`src/rtl/core/line_rasterizer_solid_dashed_unit_assert.svh`:
```
// Assertion macros for the line rasteriser RTL
`ifndef LINE_RASTERIZER_SOLID_DASHED_UNIT_ASSERT_SVH
`define LINE_RASTERIZER_SOLID_DASHED_UNIT_ASSERT_SVH

// Same-cycle implication, disabled while reset is held
`define LRSD_ASSERT_NOW(lbl, clk, rstn, ante, cons, msg) \
    lbl: assert property (@(posedge clk) disable iff (!(rstn)) (ante) |-> (cons)) \
        else $error(msg);

// Next-cycle implication, disabled while reset is held
`define LRSD_ASSERT_NEXT(lbl, clk, rstn, ante, cons, msg) \
    lbl: assert property (@(posedge clk) disable iff (!(rstn)) (ante) |=> (cons)) \
        else $error(msg);

`endif

```
`src/rtl/core/lrsd_pkg.sv`:
```
// Types and constants shared by the line rasteriser modules
`default_nettype none
package lrsd_pkg;

    typedef enum logic {
        KIND_START = 1'b0,
        KIND_STEP  = 1'b1
    } lrsd_kind_t;

    localparam int unsigned COLOUR_BITS = 16;
    localparam int unsigned DASH_BITS   = 4;
    localparam int unsigned DASH_PERIOD = 10;
    localparam logic [DASH_BITS-1:0] DASH_ON_MAX = 4'd4;

    typedef struct packed {
        logic draw;
        logic last_pixel;
        logic idle;
    } lrsd_flags_t;

endpackage
`default_nettype wire

```
`src/rtl/core/lrsd_engine.sv`:
```
// Bresenham line state and one-iteration step logic
`default_nettype none
module lrsd_engine
    import lrsd_pkg::*;
#(
    parameter int COORD_BITS = 9
) (
    input  wire logic                   aclk,
    input  wire logic                   aresetn,
    input  wire logic                   fire,
    input  wire lrsd_kind_t             kind,
    input  wire logic [COORD_BITS-1:0]  start_x,
    input  wire logic [COORD_BITS-1:0]  start_y,
    input  wire logic [COORD_BITS-1:0]  end_x,
    input  wire logic [COORD_BITS-1:0]  end_y,
    input  wire logic [COLOUR_BITS-1:0] colour,
    input  wire logic                   dashed,
    output logic [COORD_BITS-1:0]       pixel_x,
    output logic [COORD_BITS-1:0]       pixel_y,
    output logic [COLOUR_BITS-1:0]      pixel_colour,
    output lrsd_flags_t                 flags
);

    localparam int EB = COORD_BITS + 2;

    logic [COORD_BITS-1:0]  cur_x_reg, cur_x_next;
    logic [COORD_BITS-1:0]  cur_y_reg, cur_y_next;
    logic [EB-1:0]          err_reg, err_next;
    logic [COORD_BITS-1:0]  major_reg, major_next;
    logic [COORD_BITS-1:0]  minor_reg, minor_next;
    logic [COORD_BITS-1:0]  count_reg, count_next;
    logic [DASH_BITS-1:0]   phase_reg, phase_next;
    logic                   x_neg_reg, x_neg_next;
    logic                   y_neg_reg, y_neg_next;
    logic                   steep_reg, steep_next;
    logic [COLOUR_BITS-1:0] colour_reg, colour_next;
    logic                   dash_reg, dash_next;
    logic                   busy_reg, busy_next;

    logic                   x_neg_c, y_neg_c, steep_c;
    logic [COORD_BITS-1:0]  adx_c, ady_c, major_c, minor_c;
    logic [COORD_BITS:0]    count_inc;
    logic [DASH_BITS:0]     phase_inc;
    logic [EB:0]            err_wide;
    logic                   last_c;
    logic [COORD_BITS-1:0]  x_step, y_step;

    // Set-up arithmetic for a start transaction
    always_comb begin
        x_neg_c = end_x < start_x;
        y_neg_c = end_y < start_y;
        adx_c   = x_neg_c ? start_x - end_x : end_x - start_x;
        ady_c   = y_neg_c ? start_y - end_y : end_y - start_y;
        steep_c = ady_c > adx_c;
        major_c = steep_c ? ady_c : adx_c;
        minor_c = steep_c ? adx_c : ady_c;
    end

    // Per-iteration arithmetic on the held line
    always_comb begin
        count_inc = {1'b0, count_reg} + {{COORD_BITS{1'b0}}, 1'b1};
        last_c    = count_inc >= {1'b0, major_reg};
        phase_inc = {1'b0, phase_reg} + {{DASH_BITS{1'b0}}, 1'b1};
        x_step    = x_neg_reg ? cur_x_reg - {{(COORD_BITS-1){1'b0}}, 1'b1}
                              : cur_x_reg + {{(COORD_BITS-1){1'b0}}, 1'b1};
        y_step    = y_neg_reg ? cur_y_reg - {{(COORD_BITS-1){1'b0}}, 1'b1}
                              : cur_y_reg + {{(COORD_BITS-1){1'b0}}, 1'b1};
        err_wide  = {err_reg[EB-1], err_reg} + {2'b00, minor_reg, 1'b0};
        if (!err_reg[EB-1]) begin
            err_wide = err_wide - {2'b00, major_reg, 1'b0};
        end
    end

    always_comb begin
        cur_x_next  = cur_x_reg;
        cur_y_next  = cur_y_reg;
        err_next    = err_reg;
        major_next  = major_reg;
        minor_next  = minor_reg;
        count_next  = count_reg;
        phase_next  = phase_reg;
        x_neg_next  = x_neg_reg;
        y_neg_next  = y_neg_reg;
        steep_next  = steep_reg;
        colour_next = colour_reg;
        dash_next   = dash_reg;
        busy_next   = busy_reg;

        pixel_x      = '0;
        pixel_y      = '0;
        pixel_colour = '0;
        flags        = '0;

        if (kind == KIND_START) begin
            // Drop any line in progress and load the new one
            x_neg_next  = x_neg_c;
            y_neg_next  = y_neg_c;
            steep_next  = steep_c;
            major_next  = major_c;
            minor_next  = minor_c;
            err_next    = {1'b0, minor_c, 1'b0} - {2'b00, major_c};
            cur_x_next  = start_x;
            cur_y_next  = start_y;
            colour_next = colour;
            dash_next   = dashed;
            count_next  = '0;
            phase_next  = '0;
            busy_next   = major_c != '0;
            flags.idle  = major_c == '0;
        end else if (!busy_reg) begin
            flags.idle = 1'b1;
        end else begin
            pixel_x          = cur_x_reg;
            pixel_y          = cur_y_reg;
            pixel_colour     = colour_reg;
            flags.draw       = !dash_reg || (phase_reg <= DASH_ON_MAX);
            flags.last_pixel = last_c;
            flags.idle       = last_c;

            if (steep_reg) begin
                cur_y_next = y_step;
                if (!err_reg[EB-1]) cur_x_next = x_step;
            end else begin
                cur_x_next = x_step;
                if (!err_reg[EB-1]) cur_y_next = y_step;
            end
            err_next   = err_wide[EB-1:0];
            count_next = count_inc[COORD_BITS-1:0];
            phase_next = (phase_inc >= (DASH_BITS+1)'(DASH_PERIOD)) ? '0
                                                                  : phase_inc[DASH_BITS-1:0];
            if (last_c) busy_next = 1'b0;
        end
    end

    always_ff @(posedge aclk) begin
        if (!aresetn) begin
            cur_x_reg  <= '0;
            cur_y_reg  <= '0;
            err_reg    <= '0;
            major_reg  <= '0;
            minor_reg  <= '0;
            count_reg  <= '0;
            phase_reg  <= '0;
            x_neg_reg  <= 1'b0;
            y_neg_reg  <= 1'b0;
            steep_reg  <= 1'b0;
            colour_reg <= '0;
            dash_reg   <= 1'b0;
            busy_reg   <= 1'b0;
        end else if (fire) begin
            cur_x_reg  <= cur_x_next;
            cur_y_reg  <= cur_y_next;
            err_reg    <= err_next;
            major_reg  <= major_next;
            minor_reg  <= minor_next;
            count_reg  <= count_next;
            phase_reg  <= phase_next;
            x_neg_reg  <= x_neg_next;
            y_neg_reg  <= y_neg_next;
            steep_reg  <= steep_next;
            colour_reg <= colour_next;
            dash_reg   <= dash_next;
            busy_reg   <= busy_next;
        end
    end

endmodule
`default_nettype wire

```
`src/rtl/core/line_rasterizer_solid_dashed_unit.sv`:
```
// Top level of the solid/dashed Bresenham line rasteriser
//
//  channel  ports             tdata (lowest bit up)                       side band
//  input    s_tvalid/tready   start_x start_y end_x end_y colour dashed   tuser: kind
//  output   m_tvalid/tready   pixel_x pixel_y pixel_colour draw idle      tlast: last_pixel
//
// One transaction in, one transaction out; a new item is taken every cycle while the output is not stalled.
// Each item passes through the input register, then the step logic into the result register.
// The throughput is set by the single line-state register bank updated per item.
// aresetn is synchronous; reset leaves the rasteriser idle with all line state cleared.
// A stalled output holds the result; one more item waits in the input register.
`default_nettype none
`include "line_rasterizer_solid_dashed_unit_assert.svh"
module line_rasterizer_solid_dashed_unit
    import lrsd_pkg::*;
#(
    parameter int COORD_BITS = 9
) (
    input  wire logic                       aclk,
    input  wire logic                       aresetn,
    input  wire logic                       s_tvalid,
    output logic                            s_tready,
    // start_x, start_y, end_x, end_y, colour, dashed (lowest bit up), zero fill
    input  wire logic [((4*COORD_BITS+COLOUR_BITS+1+7)/8)*8-1:0] s_tdata,
    // kind
    input  wire logic                       s_tuser,
    output logic                            m_tvalid,
    input  wire logic                       m_tready,
    // pixel_x, pixel_y, pixel_colour, draw, idle (lowest bit up), zero fill
    output logic [((2*COORD_BITS+COLOUR_BITS+2+7)/8)*8-1:0] m_tdata,
    output logic                            m_tlast
);

    localparam int CB        = COORD_BITS;
    localparam int IN_USED   = 4*CB + COLOUR_BITS + 1;
    localparam int OUT_USED  = 2*CB + COLOUR_BITS + 2;
    localparam int OUT_BITS  = ((OUT_USED + 7) / 8) * 8;

    logic                   in_valid_reg;
    lrsd_kind_t             in_kind_reg;
    logic [IN_USED-1:0]     in_data_reg;

    logic                   m_valid_reg;
    logic [CB-1:0]          m_x_reg;
    logic [CB-1:0]          m_y_reg;
    logic [COLOUR_BITS-1:0] m_colour_reg;
    lrsd_flags_t            m_flags_reg;

    logic                   advance;
    logic                   fire;
    logic [CB-1:0]          res_x;
    logic [CB-1:0]          res_y;
    logic [COLOUR_BITS-1:0] res_colour;
    lrsd_flags_t            res_flags;

    assign advance  = !m_valid_reg || m_tready;
    assign fire     = in_valid_reg && advance;
    assign s_tready = !in_valid_reg || advance;

    always_ff @(posedge aclk) begin
        if (!aresetn) begin
            in_valid_reg <= 1'b0;
        end else if (s_tready) begin
            in_valid_reg <= s_tvalid;
        end
    end

    // Payload capture: hold while the input register is blocked
    always_ff @(posedge aclk) begin
        if (s_tready && s_tvalid) begin
            in_kind_reg <= lrsd_kind_t'(s_tuser);
            in_data_reg <= s_tdata[IN_USED-1:0];
        end
    end

    lrsd_engine #(
        .COORD_BITS (COORD_BITS)
    ) u_engine (
        .aclk         (aclk),
        .aresetn      (aresetn),
        .fire         (fire),
        .kind         (in_kind_reg),
        .start_x      (in_data_reg[CB-1:0]),
        .start_y      (in_data_reg[2*CB-1:CB]),
        .end_x        (in_data_reg[3*CB-1:2*CB]),
        .end_y        (in_data_reg[4*CB-1:3*CB]),
        .colour       (in_data_reg[4*CB+COLOUR_BITS-1:4*CB]),
        .dashed       (in_data_reg[IN_USED-1]),
        .pixel_x      (res_x),
        .pixel_y      (res_y),
        .pixel_colour (res_colour),
        .flags        (res_flags)
    );

    always_ff @(posedge aclk) begin
        if (!aresetn) begin
            m_valid_reg <= 1'b0;
        end else if (advance) begin
            m_valid_reg <= in_valid_reg;
        end
    end

    always_ff @(posedge aclk) begin
        if (fire) begin
            m_x_reg      <= res_x;
            m_y_reg      <= res_y;
            m_colour_reg <= res_colour;
            m_flags_reg  <= res_flags;
        end
    end

    assign m_tvalid = m_valid_reg;
    assign m_tlast  = m_flags_reg.last_pixel;
    assign m_tdata  = {{(OUT_BITS-OUT_USED){1'b0}}, m_flags_reg.idle, m_flags_reg.draw,
                       m_colour_reg, m_y_reg, m_x_reg};

    // The final pixel of a line always leaves the rasteriser idle
    `LRSD_ASSERT_NOW(a_last_is_idle, aclk, aresetn, m_valid_reg && m_flags_reg.last_pixel,
                     m_flags_reg.idle, "last pixel reported without going idle")

    // A drawn pixel that reports idle must be the last one of its line
    `LRSD_ASSERT_NOW(a_draw_idle_last, aclk, aresetn,
                     m_valid_reg && m_flags_reg.draw && m_flags_reg.idle,
                     m_flags_reg.last_pixel, "idle after a drawn pixel that is not last")

    // A blocked input register keeps its item until the result side frees up
    `LRSD_ASSERT_NEXT(a_in_hold, aclk, aresetn, in_valid_reg && !advance,
                      in_valid_reg && $stable(in_data_reg) && $stable(in_kind_reg),
                      "input register lost an item while stalled")

endmodule
`default_nettype wire
```
`config.mk`:
```
export PLATFORM = sky130hd
export DESIGN_NAME = line_rasterizer_solid_dashed_unit
export DESIGN_NICKNAME = d
export VERILOG_FILES = /design/src/rtl/core/lrsd_pkg.sv /design/src/rtl/core/lrsd_engine.sv /design/src/rtl/core/line_rasterizer_solid_dashed_unit.sv
export VERILOG_INCLUDE_DIRS = /design/src /design/src/rtl/core
export SDC_FILE = /design/constraint.sdc
export NUM_CORES = 1
export LEC_CHECK = 0
export ABC_AREA = 1
export BUFFER_PORTS_ARGS = -buffer_cell sky130_fd_sc_hd__buf_4
export CAP_MARGIN = 10
export CORE_ASPECT_RATIO = 2
export CORE_MARGIN = 2
export CORE_UTILIZATION = 54
export CTS_CLUSTER_SIZE = 20
export DETAILED_ROUTE_END_ITERATION = 10
export PLACE_DENSITY = 0.77
export SYNTH_ARGS = -nofsm -noshare
export SYNTH_HDL_FRONTEND = slang
export SYNTH_HIERARCHICAL = 1
export SYNTH_SLANG_ARGS = --single-unit
export TNS_END_PERCENT = 30
```
`constraint.sdc`:
```
create_clock -name aclk -period 4.8 [get_ports aclk]
set_clock_uncertainty 0.15 [all_clocks]
set_input_delay 0.96 -clock aclk [delete_from_list [all_inputs] [get_ports aclk]]
set_output_delay 0.96 -clock aclk [all_outputs]
set_load 0.05 [all_outputs]
```
==> metrics.md <==
| Metric | Value |
|---|---|
| Net Sw Frac | `0.392` |
| Post-synth top cells | `inv_1 (192), nand2_1 (188), a21oi_1 (127)` |
| Library cells used by synthesis | `49` |
| LEAKAGE | `0.00637 µW` |
| WHS Endpoint | `u_engine/colour_reg[2]$_SDFFE_PN0P_` |
| Crit end category | `flop` |
| Port Buf Inserts | `between 90 and 100` |
| CTS tree | `yes` |
| Fin worst setup slack | `-0.171 ns` |
| Via-per-instance ratio | `about 5.4` |
| Combinational Power Share | `0.504` |
| Seq pwr share | `0.268` |
| FF-to-FF End | `u_engine/err_reg[10]$_SDFFE_PN0P_` |
| Area Overhead vs Synth | `32.0%` |
| Worst Path Arrival | `approximately 5.2 ns` |
| Post-synth top area share | `0.260` |
| Ant diodes | `0` |
| Die footprint | `between 0.02 and 0.025 mm²` |
| Status | `complete, but fails checks` |
| Hold path cells | `2` |
| Overall Global Routing Usage | `0.275` |
| Yosys reg bits | `approximately 170` |
| EDFF count, synth | `approximately 90` |
| CTS max path bufs | `2` |
| Crit-path leading delay family | `simple AND/OR/NAND/NOR gates` |
| Core area | `~0.019 mm²` |
| Reg area | `~0.0044 mm²` |
| Slowest cell on crit path | `fa_2` |
| R2R Setup Slk | `-0.17 ns` |
| WP buf/inv | `4` |
| P_sw | `around 2500 µW` |
| DP HPWL | `~20,000 µm` |
| Worst hold path class | `flop to flop` |
| Die X | `~100 µm` |
| Max-cap violations | `0` |
| Die Span Y | `~200 µm` |
| Pin count of the biggest net entering global routing | `44` |
| Post-Syn Area | `approximately 0.011 mm²` |
| Worst-margin pin slew | `0.903 ns` |
| Pins Over Slew Limit | `0` |
| CP max FO | `6` |
| TNS Setup | `-0.494 ns` |
| Cell-internal power | `approximately 3800 µW` |
| Global-route wire length before repair | `44,200 µm` |
| Worst Path Required | `5.04 ns` |
| RSZ-0062 raised after global routing | `true` |
| Clock latency on the worst-skew pair | `~0.45 ns` |
| Grt total ovfl | `0` |
| TritonCTS Sinks | `about 170` |
| Pre-CTS WS | `-0.478 ns` |
| Tcrit/Tclk final | `1.04` |
| Number of global-route vias before repair | `just under 10,000` |
| Proportion of layout cells with a drive suffix above 1 | `0.300` |
| Number of core rows | `72` |
| Cell area power density | `around 450 mW/mm²` |
| Antenna violations before repair | `0` |
| Worst vdd ir | `between 300 and 400 µV` |
| CP Launch Type | `flop` |
| Wire per inst | `around 16 µm` |
| Clk pwr share | `0.228` |
| Ys flop type | `edfxtp_1` |
| Hold WS | `a little over 0.3 ns` |
| Fin nets | `roughly 1,700` |
| Placer Congestion | `0.873` |
| Layout filler cell count | `1,339` |
| Total number of vias | `just under 10,000` |
| Critical path type | `flop to flop` |
| CTS Buf Count | `17` |
| I/O pin count | `~100` |
| Seq/Total Area, Yosys | `0.416` |
| Starting Density | `0.548` |
| Violated checks | `setup timing` |
| Final setup fails | `5` |
| Max FFs per register | `53` |
| Post-synth ARST share | `0` |
| Area leader, netlist | `edfxtp_1` |
| R2R Path Start | `in_data_reg[11]$_DFFE_PP_` |
| Post-route cell area | `0.0139 mm²` |
| Design Power | `between 6000 and 7000 µW` |
| Post-CTS Hold Fix Bufs | `0` |
| Initial DRC Count | `about 470` |
| Total Wirelength | `between 20,000 and 30,000 µm` |
| Syn Area/Cell | `about 8.5 µm²` |
| Min cycle time layout | `a little under 5 ns` |
| YS warnings | `6` |
| Slew margin rel. | `0.397` |
| Area of placed instances | `0.0126 mm²` |
| CP peak stage delay | `~0.41 ns` |
| Max Clock Freq | `0.201 GHz` |
| Worst Hold Launch | `u_engine/colour_reg[2]$_SDFFE_PN0P_` |
| Cell with the most instances after synthesis | `inv_1` |
| Drt drc | `0` |
| Mapped Cells | `1,243` |
| Clock H-tree levels | `4` |
| Clock Root Buffer | `clkbuf_16` |
| Synth area leaders | `edfxtp_1 (26%), dfxtp_1 (16%), ha_1 (11%)` |
| Endpoints failing hold | `0` |
| 1st-pass router iterations | `5` |
| CTS clk-pin slew, worst paths | `about 0.08 ns` |
| Area of the multi-input gates | `approximately 0.0057 mm²` |
| Most frequent cell on the critical path | `nand2_1` |
| Register-to-Register Path Depth | `36` |
| Post-route ant nets | `0` |
==> cells by family (layout without fill, tap and decap cells) <==
| group | after synthesis | count (layout) | synth area share |
|---|---|---|---|
| and+or+nand+nor | 392 | 393 | 0.165 |
| AOI/OAI and AO/OA | 282 | 282 | 0.149 |
| buffers and inverters | 240 | 511 | 0.0955 |
| other | 1 | 4 | 0.000357 |
| adders and majority gates | 104 | 104 | 0.130 |
| xor gates and xnor gates | 48 | 48 | 0.0407 |
| muxes | 3 | 3 | 0.00286 |
| DFF | 173 | 173 | 0.416 |
==> worst max-delay path by stage <==
stage,startpoint,end,depth (start not counted)
floorplan,in_data_reg[3]$_DFFE_PP_,u_engine/err_reg[10]$_SDFFE_PN0P_,35
global placement,in_data_reg[9]$_DFFE_PP_,u_engine/err_reg[10]$_SDFFE_PN0P_,29
detailed placement,in_data_reg[9]$_DFFE_PP_,u_engine/err_reg[10]$_SDFFE_PN0P_,29
CTS,in_data_reg[9]$_DFFE_PP_,u_engine/err_reg[10]$_SDFFE_PN0P_,34
global route,in_data_reg[8]$_DFFE_PP_,u_engine/err_reg[10]$_SDFFE_PN0P_,33
finish,in_data_reg[11]$_DFFE_PP_,u_engine/err_reg[10]$_SDFFE_PN0P_,36
==> power groups by stage <==
stage	clock network (µW)	registers, µW	logic (µW)
detailed placement	0	1720	2570
CTS	1470	1690	2840
finish	1440	1690	3180
global route	1520	1700	3440
global placement	0	1710	2490
floorplan	0	1760	1480
==> cell usage in the layout, fill, tap and decap left out, types with 14 or more instances in the layout <==
master / instances
a21oi_1: 112
buf_4: 277
clkbuf_16: 17
dfxtp_1: 82
edfxtp_1: 91
ha_1: 78
ha_4: 14
inv_1: 178
inv_2: 16
nand2_1: 175
nand2_2: 28
nand3_1: 26
nand3_2: 14
nor2_1: 110
o211ai_1: 15
o21ai_0: 70
o21ai_1: 19
xnor2_1: 14
xor2_1: 32
==> metal layers <==
metal,track usage,part of all wire
met5,0,0
met4,0.208,0.081
met3,0.0441,0.031
met2,0.516,0.56
met1,0.250,0.33
==> per-stage QoR <==
| step | std cells | util |
|---|---|---|
| after floorplan | 1246 | - |
| after global placement | 1724 | 0.655 |
| after detailed placement | 1724 | 0.655 |
| after CTS | 1767 | 0.705 |
| after global routing | 1777 | 0.723 |
| final | 1777 | 0.723 |
==> tightest hold or removal path: stages, from the launching register on <==
cell and delay, ns:
dfxtp_1 0.30, inv_1 0.06, a21oi_1 0.05
==> layout make-up <==
cell class	count	share of cell area
Clock inverter	15	0.0143
Sequential cell	173	0.315
Multi-Input combinational cell	834	0.408
Inverter	196	0.0532
Clock buffer	17	0.0307
Timing Repair Buffer	283	0.155
Tap cell	259	0.0234
==> timing repair <==
action / CTS / global route
gates cloned: 1 / 0
buffers inserted: 10 / 9
gates resized for setup: 70 / 58
endpoints found under the setup margin: 8 / 10
pin swaps: 30 / 34
Power figures use the tool's default switching activity.
